<file path="src/ssm_pkg.sv">
`default_nettype none
// ----------------------------------------------------------------------------
// ssm_pkg
// Shared types, codes and helpers for the sequenced single-slot mailbox.
// ----------------------------------------------------------------------------
package ssm_pkg;

   // Stored tag width (2..32) and the fixed width of tag fields on the ports.
   localparam int SEQ_WIDTH = 32;
   localparam int TAG_WIDTH = 32;
   localparam int MODE_WIDTH = 3;
   localparam int CODE_WIDTH = 2;

   // Event codes.
   localparam logic [MODE_WIDTH-1:0] MODE_RESERVE  = 3'd0;
   localparam logic [MODE_WIDTH-1:0] MODE_ARM      = 3'd1;
   localparam logic [MODE_WIDTH-1:0] MODE_POLL     = 3'd2;
   localparam logic [MODE_WIDTH-1:0] MODE_GIVE_UP  = 3'd3;
   localparam logic [MODE_WIDTH-1:0] MODE_RELEASE  = 3'd4;
   localparam logic [MODE_WIDTH-1:0] MODE_CLAIM    = 3'd5;
   localparam logic [MODE_WIDTH-1:0] MODE_COMPLETE = 3'd6;

   // Slot state codes as reported on the result channel.
   localparam logic [CODE_WIDTH-1:0] SLOT_CODE_IDLE    = 2'd0;
   localparam logic [CODE_WIDTH-1:0] SLOT_CODE_ARMED   = 2'd1;
   localparam logic [CODE_WIDTH-1:0] SLOT_CODE_RUNNING = 2'd2;
   localparam logic [CODE_WIDTH-1:0] SLOT_CODE_DONE    = 2'd3;

   typedef enum logic [3:0] {
      SLOT_IDLE    = 4'b0001,
      SLOT_ARMED   = 4'b0010,
      SLOT_RUNNING = 4'b0100,
      SLOT_DONE    = 4'b1000
   } slot_state_type;

   typedef struct packed {
      logic [MODE_WIDTH-1:0] mode;
      logic [TAG_WIDTH-1:0]  ticket_seq;
      logic                  holds_lock;
      logic                  collected;
   } req_item_type;

   typedef struct packed {
      logic                  ok;
      logic [TAG_WIDTH-1:0]  seq_out;
      logic                  execute;
      logic                  signal_done;
      logic [CODE_WIDTH-1:0] slot_state;
      logic [TAG_WIDTH-1:0]  last_done_seq;
      logic                  abandoned_flag;
   } rsp_item_type;

   // Port tag vs stored tag; bits above SEQ_WIDTH never match.
   function automatic logic tag_eq(input logic [TAG_WIDTH-1:0] tk,
                                   input logic [SEQ_WIDTH-1:0] stored);
      return tk == TAG_WIDTH'(stored);
   endfunction

   function automatic logic [CODE_WIDTH-1:0] slot_code(input slot_state_type st);
      logic [CODE_WIDTH-1:0] code;
      unique case (st)
         SLOT_IDLE:    code = SLOT_CODE_IDLE;
         SLOT_ARMED:   code = SLOT_CODE_ARMED;
         SLOT_RUNNING: code = SLOT_CODE_RUNNING;
         SLOT_DONE:    code = SLOT_CODE_DONE;
         default:      code = SLOT_CODE_IDLE;
      endcase
      return code;
   endfunction

endpackage
`default_nettype wire

</file>
<file path="src/ssm_req_if.sv">
`default_nettype none
// ----------------------------------------------------------------------------
// ssm_req_if
// Event channel: valid/ready plus one event item.
// ----------------------------------------------------------------------------
interface ssm_req_if;
   logic        valid;
   logic        ready;
   logic [2:0]  mode;
   logic [31:0] ticket_seq;
   logic        holds_lock;
   logic        collected;

   modport source (output valid, mode, ticket_seq, holds_lock, collected,
                   input ready);
   modport sink   (input valid, mode, ticket_seq, holds_lock, collected,
                   output ready);
endinterface
`default_nettype wire

</file>
<file path="src/ssm_rsp_if.sv">
`default_nettype none
// ----------------------------------------------------------------------------
// ssm_rsp_if
// Result channel: valid/ready plus one result item.
// ----------------------------------------------------------------------------
interface ssm_rsp_if;
   logic        valid;
   logic        ready;
   logic        ok;
   logic [31:0] seq_out;
   logic        execute;
   logic        signal_done;
   logic [1:0]  slot_state;
   logic [31:0] last_done_seq;
   logic        abandoned_flag;

   modport source (output valid, ok, seq_out, execute, signal_done, slot_state,
                   last_done_seq, abandoned_flag,
                   input ready);
   modport sink   (input valid, ok, seq_out, execute, signal_done, slot_state,
                   last_done_seq, abandoned_flag,
                   output ready);
endinterface
`default_nettype wire

</file>
<file path="src/ssm_csr_if.sv">
`default_nettype none
// ----------------------------------------------------------------------------
// ssm_csr_if
// Register write channel for channel_enabled.
// ----------------------------------------------------------------------------
interface ssm_csr_if;
   logic valid;
   logic ready;
   logic wdata;

   modport source (output valid, wdata, input ready);
   modport sink   (input valid, wdata, output ready);
endinterface
`default_nettype wire

</file>
<file path="src/sequenced_single_slot_mailbox.sv">
`default_nettype none
// ----------------------------------------------------------------------------
// sequenced_single_slot_mailbox
// Single-slot producer/consumer mailbox with sequence tags and abandon mark.
// ----------------------------------------------------------------------------
// Takes one event item per cycle on req_chan (while rsp_chan is not stalled)
// and returns exactly one result item per event on rsp_chan, in order. An
// accepted item lands in an input register, is applied to the slot by one
// short layer of compare/update logic once that register advances, and its
// result is registered in the output register that drives rsp_chan.valid.
// Input and output registers run as a two-stage pipe, so a full rate of one
// item per cycle holds as long as rsp_chan.ready stays high; a stall on the
// result side backs up into req_chan.ready. The event stream sets the order
// of slot updates, one per cycle in the apply stage while it advances.
// csr_chan writes channel_enabled (always ready); write it only with no item
// in flight. While it is 0 every event fails, state is kept, and the result
// reads idle with zero tags.
module sequenced_single_slot_mailbox import ssm_pkg::*; (
   input  logic      clock,
   input  logic      reset,
   ssm_req_if.sink   req_chan,
   ssm_rsp_if.source rsp_chan,
   ssm_csr_if.sink   csr_chan
);

   logic         enable_ff, enable_in;
   logic         in_valid_ff, in_valid_in;
   req_item_type in_item_ff, in_item_in;
   logic         out_valid_ff, out_valid_in;
   rsp_item_type out_item_ff, out_item_in;

   logic         req_fire;
   logic         advance;
   rsp_item_type slot_result;

   // stage advances when the result register is free or being drained
   assign advance  = in_valid_ff && (!out_valid_ff || rsp_chan.ready);
   assign req_chan.ready = !in_valid_ff || advance;
   assign req_fire = req_chan.valid && req_chan.ready;
   assign csr_chan.ready = 1'b1;

   always_comb begin
      enable_in = enable_ff;
      if (csr_chan.valid) begin
         enable_in = csr_chan.wdata;
      end

      in_valid_in = in_valid_ff;
      if (req_fire) begin
         in_valid_in = 1'b1;
      end else if (advance) begin
         in_valid_in = 1'b0;
      end

      in_item_in = in_item_ff;
      if (req_fire) begin
         in_item_in.mode       = req_chan.mode;
         in_item_in.ticket_seq = req_chan.ticket_seq;
         in_item_in.holds_lock = req_chan.holds_lock;
         in_item_in.collected  = req_chan.collected;
      end

      out_valid_in = out_valid_ff;
      if (advance) begin
         out_valid_in = 1'b1;
      end else if (rsp_chan.ready) begin
         out_valid_in = 1'b0;
      end

      out_item_in = advance ? slot_result : out_item_ff;
   end

   ssm_slot u_slot (
      .clock  (clock),
      .reset  (reset),
      .enable (enable_ff),
      .fire   (advance),
      .item   (in_item_ff),
      .result (slot_result)
   );

   always_ff @(posedge clock) begin
      if (reset) begin
         enable_ff    <= 1'b0;
         in_valid_ff  <= 1'b0;
         out_valid_ff <= 1'b0;
      end else begin
         enable_ff    <= enable_in;
         in_valid_ff  <= in_valid_in;
         out_valid_ff <= out_valid_in;
      end
   end

   // payload registers, no reset
   always_ff @(posedge clock) begin
      in_item_ff  <= in_item_in;
      out_item_ff <= out_item_in;
   end

   assign rsp_chan.valid          = out_valid_ff;
   assign rsp_chan.ok             = out_item_ff.ok;
   assign rsp_chan.seq_out        = out_item_ff.seq_out;
   assign rsp_chan.execute        = out_item_ff.execute;
   assign rsp_chan.signal_done    = out_item_ff.signal_done;
   assign rsp_chan.slot_state     = out_item_ff.slot_state;
   assign rsp_chan.last_done_seq  = out_item_ff.last_done_seq;
   assign rsp_chan.abandoned_flag = out_item_ff.abandoned_flag;

   // disabled channel: applied event yields a failing, idle-looking result
   a_disabled_fails: assert property (@(posedge clock) disable iff (reset)
      (advance && !enable_ff) |=>
         (out_valid_ff && !out_item_ff.ok && out_item_ff.slot_state == SLOT_CODE_IDLE))
      else $error("disabled channel produced a live result");

   // done signal only when the slot ends in done
   a_signal_done_state: assert property (@(posedge clock) disable iff (reset)
      (out_valid_ff && out_item_ff.signal_done) |->
         (out_item_ff.ok && out_item_ff.slot_state == SLOT_CODE_DONE))
      else $error("signal_done without done state");

   // execute only on a successful claim, which leaves the slot running
   a_execute_claim: assert property (@(posedge clock) disable iff (reset)
      (out_valid_ff && out_item_ff.execute) |->
         (out_item_ff.ok && out_item_ff.slot_state == SLOT_CODE_RUNNING
          && out_item_ff.seq_out != '0))
      else $error("execute outside a successful claim");

   // accepting into a full input register needs that stage to move on
   a_no_overrun: assert property (@(posedge clock) disable iff (reset)
      (req_fire && in_valid_ff) |-> advance)
      else $error("input register overrun");

endmodule
`default_nettype wire

</file>
<file path="src/ssm_slot.sv">
`default_nettype none
// ----------------------------------------------------------------------------
// ssm_slot
// Slot state, tag counter, done tag and abandon mark; applies one event.
// ----------------------------------------------------------------------------
module ssm_slot import ssm_pkg::*; (
   input  logic         clock,
   input  logic         reset,
   input  logic         enable,
   input  logic         fire,
   input  req_item_type item,
   output rsp_item_type result
);

   slot_state_type       state_ff, state_in;
   logic [SEQ_WIDTH-1:0] cur_seq_ff, cur_seq_in;
   logic [SEQ_WIDTH-1:0] done_seq_ff, done_seq_in;
   logic                 abandon_ff, abandon_in;

   logic                 owner;
   logic                 cur_match;
   logic                 done_match;
   logic                 tk_nonzero;
   logic [SEQ_WIDTH-1:0] seq_inc;
   logic                 ok;
   logic [SEQ_WIDTH-1:0] sq;
   logic                 ex;
   logic                 sig;

   assign tk_nonzero = item.ticket_seq != '0;
   assign owner      = item.holds_lock && tk_nonzero;
   assign cur_match  = tag_eq(item.ticket_seq, cur_seq_ff);
   assign done_match = tag_eq(item.ticket_seq, done_seq_ff);

   // tag counter wraps and skips zero
   always_comb begin
      seq_inc = cur_seq_ff + SEQ_WIDTH'(1);
      if (seq_inc == '0) begin
         seq_inc = SEQ_WIDTH'(1);
      end
   end

   always_comb begin
      state_in    = state_ff;
      cur_seq_in  = cur_seq_ff;
      done_seq_in = done_seq_ff;
      abandon_in  = abandon_ff;
      ok          = 1'b0;
      sq          = '0;
      ex          = 1'b0;
      sig         = 1'b0;
      if (enable) begin
         unique case (item.mode)
            MODE_RESERVE: begin
               if (state_ff == SLOT_IDLE) begin
                  cur_seq_in = seq_inc;
                  abandon_in = 1'b0;
                  sq         = seq_inc;
                  ok         = 1'b1;
               end
            end
            MODE_ARM: begin
               if (owner && state_ff == SLOT_IDLE && cur_match) begin
                  state_in = SLOT_ARMED;
                  ok       = 1'b1;
               end
            end
            MODE_POLL: begin
               ok = owner && state_ff == SLOT_DONE && done_match;
            end
            MODE_GIVE_UP: begin
               if (owner) begin
                  if (state_ff == SLOT_DONE && done_match) begin
                     ok = 1'b1;
                  end else if (cur_match) begin
                     abandon_in = 1'b1;
                  end
               end
            end
            MODE_RELEASE: begin
               if (item.holds_lock && item.collected && state_ff == SLOT_DONE
                   && done_match) begin
                  state_in = SLOT_IDLE;
                  ok       = 1'b1;
               end
            end
            MODE_CLAIM: begin
               if (state_ff == SLOT_ARMED) begin
                  state_in = SLOT_RUNNING;
                  sq       = cur_seq_ff;
                  ex       = !abandon_ff;
                  ok       = 1'b1;
               end
            end
            MODE_COMPLETE: begin
               if (tk_nonzero && state_ff == SLOT_RUNNING && cur_match) begin
                  done_seq_in = cur_seq_ff;
                  if (abandon_ff) begin
                     state_in = SLOT_IDLE;
                  end else begin
                     state_in = SLOT_DONE;
                     sig      = 1'b1;
                  end
                  ok = 1'b1;
               end
            end
            default: begin
            end
         endcase
      end
   end

   always_comb begin
      result.ok             = ok;
      result.seq_out        = TAG_WIDTH'(sq);
      result.execute        = ex;
      result.signal_done    = sig;
      result.slot_state     = enable ? slot_code(state_in) : SLOT_CODE_IDLE;
      result.last_done_seq  = enable ? TAG_WIDTH'(done_seq_in) : '0;
      result.abandoned_flag = enable && abandon_in;
   end

   always_ff @(posedge clock) begin
      if (reset) begin
         state_ff    <= SLOT_IDLE;
         cur_seq_ff  <= '0;
         done_seq_ff <= '0;
         abandon_ff  <= 1'b0;
      end else if (fire) begin
         state_ff    <= state_in;
         cur_seq_ff  <= cur_seq_in;
         done_seq_ff <= done_seq_in;
         abandon_ff  <= abandon_in;
      end
   end

endmodule
`default_nettype wire

</file>
<file path="src/flat_wrapper.sv">
// flat-port wrapper written by rule: the top's interface ports become plain ports
module sequenced_single_slot_mailbox_flat import ssm_pkg::*;
  (clock, reset, req_chan_valid, req_chan_mode, req_chan_ticket_seq, req_chan_holds_lock, req_chan_collected, req_chan_ready, rsp_chan_valid, rsp_chan_ok, rsp_chan_seq_out, rsp_chan_execute, rsp_chan_signal_done, rsp_chan_slot_state, rsp_chan_last_done_seq, rsp_chan_abandoned_flag, rsp_chan_ready, csr_chan_valid, csr_chan_wdata, csr_chan_ready);
  ssm_req_if req_chan_i ();
  ssm_rsp_if rsp_chan_i ();
  ssm_csr_if csr_chan_i ();
  input  logic clock;
  input  logic reset;
  input wire logic [$bits(req_chan_i.valid)-1:0] req_chan_valid;
  input wire logic [$bits(req_chan_i.mode)-1:0] req_chan_mode;
  input wire logic [$bits(req_chan_i.ticket_seq)-1:0] req_chan_ticket_seq;
  input wire logic [$bits(req_chan_i.holds_lock)-1:0] req_chan_holds_lock;
  input wire logic [$bits(req_chan_i.collected)-1:0] req_chan_collected;
  output wire logic [$bits(req_chan_i.ready)-1:0] req_chan_ready;
  output wire logic [$bits(rsp_chan_i.valid)-1:0] rsp_chan_valid;
  output wire logic [$bits(rsp_chan_i.ok)-1:0] rsp_chan_ok;
  output wire logic [$bits(rsp_chan_i.seq_out)-1:0] rsp_chan_seq_out;
  output wire logic [$bits(rsp_chan_i.execute)-1:0] rsp_chan_execute;
  output wire logic [$bits(rsp_chan_i.signal_done)-1:0] rsp_chan_signal_done;
  output wire logic [$bits(rsp_chan_i.slot_state)-1:0] rsp_chan_slot_state;
  output wire logic [$bits(rsp_chan_i.last_done_seq)-1:0] rsp_chan_last_done_seq;
  output wire logic [$bits(rsp_chan_i.abandoned_flag)-1:0] rsp_chan_abandoned_flag;
  input wire logic [$bits(rsp_chan_i.ready)-1:0] rsp_chan_ready;
  input wire logic [$bits(csr_chan_i.valid)-1:0] csr_chan_valid;
  input wire logic [$bits(csr_chan_i.wdata)-1:0] csr_chan_wdata;
  output wire logic [$bits(csr_chan_i.ready)-1:0] csr_chan_ready;
  assign req_chan_i.valid = req_chan_valid;
  assign req_chan_i.mode = req_chan_mode;
  assign req_chan_i.ticket_seq = req_chan_ticket_seq;
  assign req_chan_i.holds_lock = req_chan_holds_lock;
  assign req_chan_i.collected = req_chan_collected;
  assign req_chan_ready = req_chan_i.ready;
  assign rsp_chan_valid = rsp_chan_i.valid;
  assign rsp_chan_ok = rsp_chan_i.ok;
  assign rsp_chan_seq_out = rsp_chan_i.seq_out;
  assign rsp_chan_execute = rsp_chan_i.execute;
  assign rsp_chan_signal_done = rsp_chan_i.signal_done;
  assign rsp_chan_slot_state = rsp_chan_i.slot_state;
  assign rsp_chan_last_done_seq = rsp_chan_i.last_done_seq;
  assign rsp_chan_abandoned_flag = rsp_chan_i.abandoned_flag;
  assign rsp_chan_i.ready = rsp_chan_ready;
  assign csr_chan_i.valid = csr_chan_valid;
  assign csr_chan_i.wdata = csr_chan_wdata;
  assign csr_chan_ready = csr_chan_i.ready;
  sequenced_single_slot_mailbox u_core (.clock(clock), .reset(reset), .req_chan(req_chan_i), .rsp_chan(rsp_chan_i), .csr_chan(csr_chan_i));
endmodule
</file>
<file path="config.mk">
export PLATFORM = sky130hd
export DESIGN_NAME = sequenced_single_slot_mailbox_flat
export DESIGN_NICKNAME = d
export VERILOG_FILES = /design/src/ssm_pkg.sv /design/src/ssm_req_if.sv /design/src/ssm_rsp_if.sv /design/src/ssm_csr_if.sv /design/src/sequenced_single_slot_mailbox.sv /design/src/ssm_slot.sv /design/src/flat_wrapper.sv
export SDC_FILE = /design/constraint.sdc
export NUM_CORES = 1
export LEC_CHECK = 0
export BUFFER_PORTS_ARGS = -buffer_cell sky130_fd_sc_hd__buf_2
export CELL_PAD_IN_SITES_DETAIL_PLACEMENT = 0
export CELL_PAD_IN_SITES_GLOBAL_PLACEMENT = 1
export CORE_MARGIN = 1.5
export CORE_UTILIZATION = 41
export CTS_CLUSTER_SIZE = 12
export DETAILED_ROUTE_END_ITERATION = 8
export GPL_TIMING_DRIVEN = 1
export PLACE_DENSITY_LB_ADDON = 0.1
export SETUP_SLACK_MARGIN = 0.15
export SLEW_MARGIN = 10
export SYNTH_ARGS = -nofsm -noshare
export SYNTH_HDL_FRONTEND = slang
export SYNTH_SLANG_ARGS = --single-unit
</file>
<file path="constraint.sdc">
create_clock -name clock -period 4 [get_ports clock]
set_clock_uncertainty 0.05 [all_clocks]
set_input_delay 0.2 -clock clock [delete_from_list [all_inputs] [get_ports clock]]
set_output_delay 0.2 -clock clock [all_outputs]
set_load 0.02 [all_outputs]
</file>
==> results.sh <==
export IMPL_cellLeakagePower_nw=3.79
export IMPL_cts_tree="done"
export IMPL_numCtsBuffers=17
export IMPL_grt_max_degree=73
export IMPL_r2r_setup_slack_ns=0.55
export IMPL_grt_pass1_vias=7704
export IMPL_ys_seq_area_frac=0.498
export IMPL_ant_nets=0
export IMPL_multi_input_area_sq_um=4340
export IMPL_crit_path_start_kind="flip-flop"
export IMPL_grt_overflow=0
export IMPL_htree_levels=4
export IMPL_path_delay_family="simple AND/OR/NAND/NOR gates"
export IMPL_synth_nets=1057
export IMPL_cpPeakStageDelay_ns=0.74
export IMPL_syn_area_sq_um=9340
export IMPL_area_delta_synth_final_pct=20.4
export IMPL_crit_required_ns=4.14
export IMPL_via_per_inst=5.55
export IMPL_antenna_found_initial=0
export IMPL_path_clk_slew_ns=0.08
export IMPL_status="finished clean"
export IMPL_via_count=8008
export IMPL_dp_hpwl_mm=19.9
export IMPL_clock_root_buffer="clkbuf_16"
export IMPL_ff_latch_area_sq_um=4650
export IMPL_finalSetupViolCount=0
export IMPL_cp_max_fo=10
export IMPL_fp_row_count=55
export IMPL_crit_path_start="u_core.u_slot.cur_seq_ff[13]$_SDFFE_PP0P_"
export IMPL_slowest_stage="or4_1"
export IMPL_first_iter_violations=579
export IMPL_nFillCells=2086
export IMPL_finalHoldViolCount=0
export IMPL_grt_pass1_wl_mm=44.4
export IMPL_wl_per_cell_microns=19.8
export IMPL_antenna_cells=0
export IMPL_worst_path_buf_inv=0
export IMPL_io_buffers=114
export IMPL_worstHoldPathType="input pin to flip-flop"
export IMPL_critical_path_class="flip-flop to flip-flop"
export IMPL_ys_seq_elements=179
export IMPL_endpoint="u_core.rsp_chan.seq_out[1]$_SDFFCE_PN0P_"
export IMPL_die_h_microns=154
export IMPL_final_net_count=1190
export IMPL_synth_cell_type_count=55
export IMPL_tns_ns=0
export IMPL_drv_slew=0
export IMPL_layout_cells_most_common="nand2_1"
export IMPL_syn_inst=1012
export IMPL_die_w_microns=154
export IMPL_fmax_mhz=290
export IMPL_worstMarginPinSlew_ns=0.921
export IMPL_cp_cell_sequence="nand4_2 > or4_1 > or3_1 > nor4b_4 > o21ai_2 > nor4_4 > a2bb2oi_1 > nor2_1"
export IMPL_ys_flop_type="edfxtp_1"
export IMPL_cp_end_kind="flip-flop"
export IMPL_power_total_w=0.00394
export IMPL_rsz0062_at_grt="false"
export IMPL_cts_setup_buffers=0
export IMPL_worst_endpoint_arrival_ns=3.59
export IMPL_synth_edf_count=107
export IMPL_start_util=0.415
export IMPL_synth_async_reset_ratio=0
export IMPL_peakVddDrop_v=0.000252
export IMPL_clock_path_buffers=2
export IMPL_drcViolationCount=0
export IMPL_core_area_sq_um=22500
export IMPL_timing_rr_start="u_core.u_slot.cur_seq_ff[13]$_SDFFE_PP0P_"
export IMPL_gp_congestion=0.931
export IMPL_reg2reg_depth=8
export IMPL_cap_violations=0
export IMPL_yosys_warnings=0
export IMPL_syn_area_per_cell_sq_um=9.23
export IMPL_drive_above_1_share=0.179
export IMPL_dieArea_sq_um=23700
export IMPL_grt_usage=0.245
export IMPL_worstSkewPairLatency_ns=0.44
export IMPL_min_period_over_period=0.863
export IMPL_critical_path_depth=8
export IMPL_power_density_nw_per_um2=350
export IMPL_period_minus_slack_ns=3.45
export IMPL_final_cell_mix="133 x nand2_1, 113 x buf_2, 107 x nor2_1, 107 x edfxtp_1, 88 x a21oi_1"
export IMPL_io_pins=116
export IMPL_relSlewSlack=0.386
export IMPL_rr_endpoint="u_core.rsp_chan.seq_out[1]$_SDFFCE_PN0P_"
export IMPL_drt_pass1_iterations=5
export IMPL_cts_sinks=179
export IMPL_routed_wl_mm=28.6
worst min-delay path, delay by kind of cell:
| family | cells | cell delay, ns |
|---|---|---|
| buffers and inverters | 1 | 0.07 |
| and+or+nand+nor | 3 | 0.22 |
flip-flops by register name, indices dropped and copies added (netlist names), 2 cells and up:
signal	count
u_core.u_slot.done_seq_ff	32
u_core.rsp_chan.slot_state	2
u_core.u_slot.cur_seq_ff	32
u_core.rsp_chan.seq_out	32
u_core.in_item_ff	37
u_core.u_slot.state_ff	4
u_core.rsp_chan.last_done_seq	32
Yosys cell counts (2+ instances only):
library cell | number | area share
a211o_1 | 3 | 0.0028
a21o_1 | 2 | 0.0016
a21oi_1 | 88 | 0.047
a2bb2oi_1 | 2 | 0.0019
a31oi_1 | 3 | 0.0020
and2_1 | 12 | 0.0080
and3_1 | 4 | 0.0027
and4_1 | 4 | 0.0037
buf_1 | 2 | 0.00080
buf_2 | 7 | 0.0037
buf_4 | 2 | 0.0016
clkbuf_1 | 76 | 0.031
dfxtp_1 | 72 | 0.15
edfxtp_1 | 107 | 0.34
ha_1 | 2 | 0.0027
inv_1 | 4 | 0.0016
mux2i_1 | 36 | 0.039
nand2_1 | 133 | 0.053
nand2b_1 | 5 | 0.0033
nand3_1 | 15 | 0.0080
nand4_1 | 31 | 0.021
nor2_1 | 107 | 0.043
nor2b_1 | 5 | 0.0033
nor3_1 | 34 | 0.018
nor3b_1 | 3 | 0.0024
nor4_1 | 44 | 0.029
nor4b_1 | 4 | 0.0037
o2111ai_1 | 3 | 0.0028
o21a_1 | 2 | 0.0016
o21ai_0 | 47 | 0.025
o31a_1 | 2 | 0.0019
o31ai_1 | 5 | 0.0040
or2_2 | 5 | 0.0033
or3_1 | 23 | 0.015
or4_1 | 11 | 0.0088
xnor2_1 | 35 | 0.033
xor2_1 | 54 | 0.051
stage by stage:
step | worst slack, ns | instances | hold slack, ns | util | instance area, sq um
after CTS | 0.573 | 1443 | 0.0338 | 0.500 | 11200
after global placement | 0.625 | 1371 | 0.328 | 0.458 | 10300
after global routing | 0.296 | 1443 | 0.0946 | 0.500 | 11200
after detailed placement | 0.577 | 1371 | 0.328 | 0.458 | 10300
final | 0.549 | 1443 | 0.0495 | 0.500 | 11200
after floorplan | 0.949 | 1012 | 0.249 | - | 9340
routing by layer:
layer  global-route usage  wire length, microns  share of wire
met5                    0                     0              0
met4               0.0670                   435          0.015
met3               0.0299                  1240          0.043
met2                0.396                 13200           0.46
met1                0.348                 13700           0.48
worst min path at each step:
stage	start	endpoint	slack (ns)	cells after the start
4_1_cts	rsp_chan_ready	u_core.rsp_chan.valid$_SDFFE_PP0P_	0.03	4
3_3_place_gp	req_chan_ticket_seq[4]	u_core.in_item_ff[6]$_DFFE_PP_	0.33	1
3_5_place_dp	req_chan_ticket_seq[3]	u_core.in_item_ff[5]$_DFFE_PP_	0.33	1
6_report	rsp_chan_ready	u_core.rsp_chan.valid$_SDFFE_PP0P_	0.05	4
5_1_grt	rsp_chan_ready	u_core.rsp_chan.valid$_SDFFE_PP0P_	0.09	4
2_1_floorplan	req_chan_collected	u_core.in_item_ff[0]$_DFFE_PP_	0.25	0
kinds of logic after synthesis:
group                      count (synthesis)  share of synthesized area
other                                      1                   0.000401
DFF                                      179                      0.498
buffers and inverters                     92                     0.0387
xor gates and xnor gates                  89                     0.0834
AOI/OAI and AO/OA                        164                     0.0975
and+or+nand+nor                          448                      0.239
adders and majority gates                  2                    0.00268
muxes                                     37                     0.0398
cell type report:
type,instances,area share
multi-input combinational,741,0.386
clock inverter,11,0.00835
timing repair buffer,201,0.118
clock buffer,21,0.0401
inverter,5,0.00167
sequential,179,0.414
tap,285,0.0317
what timing repair did:
item / in CTS / in global routing
hold buffers: 40 / 0
hold endpoints to repair: 39 / 0
gates resized for setup: 0 / 0
report_power, final:
part / switching (W) / internal [W]
combinational: 0.000161 / 0.0000986
clock: 0.000790 / 0.000833
sequential: 0.0000433 / 0.00201
(Power assumes the default switching activity.)
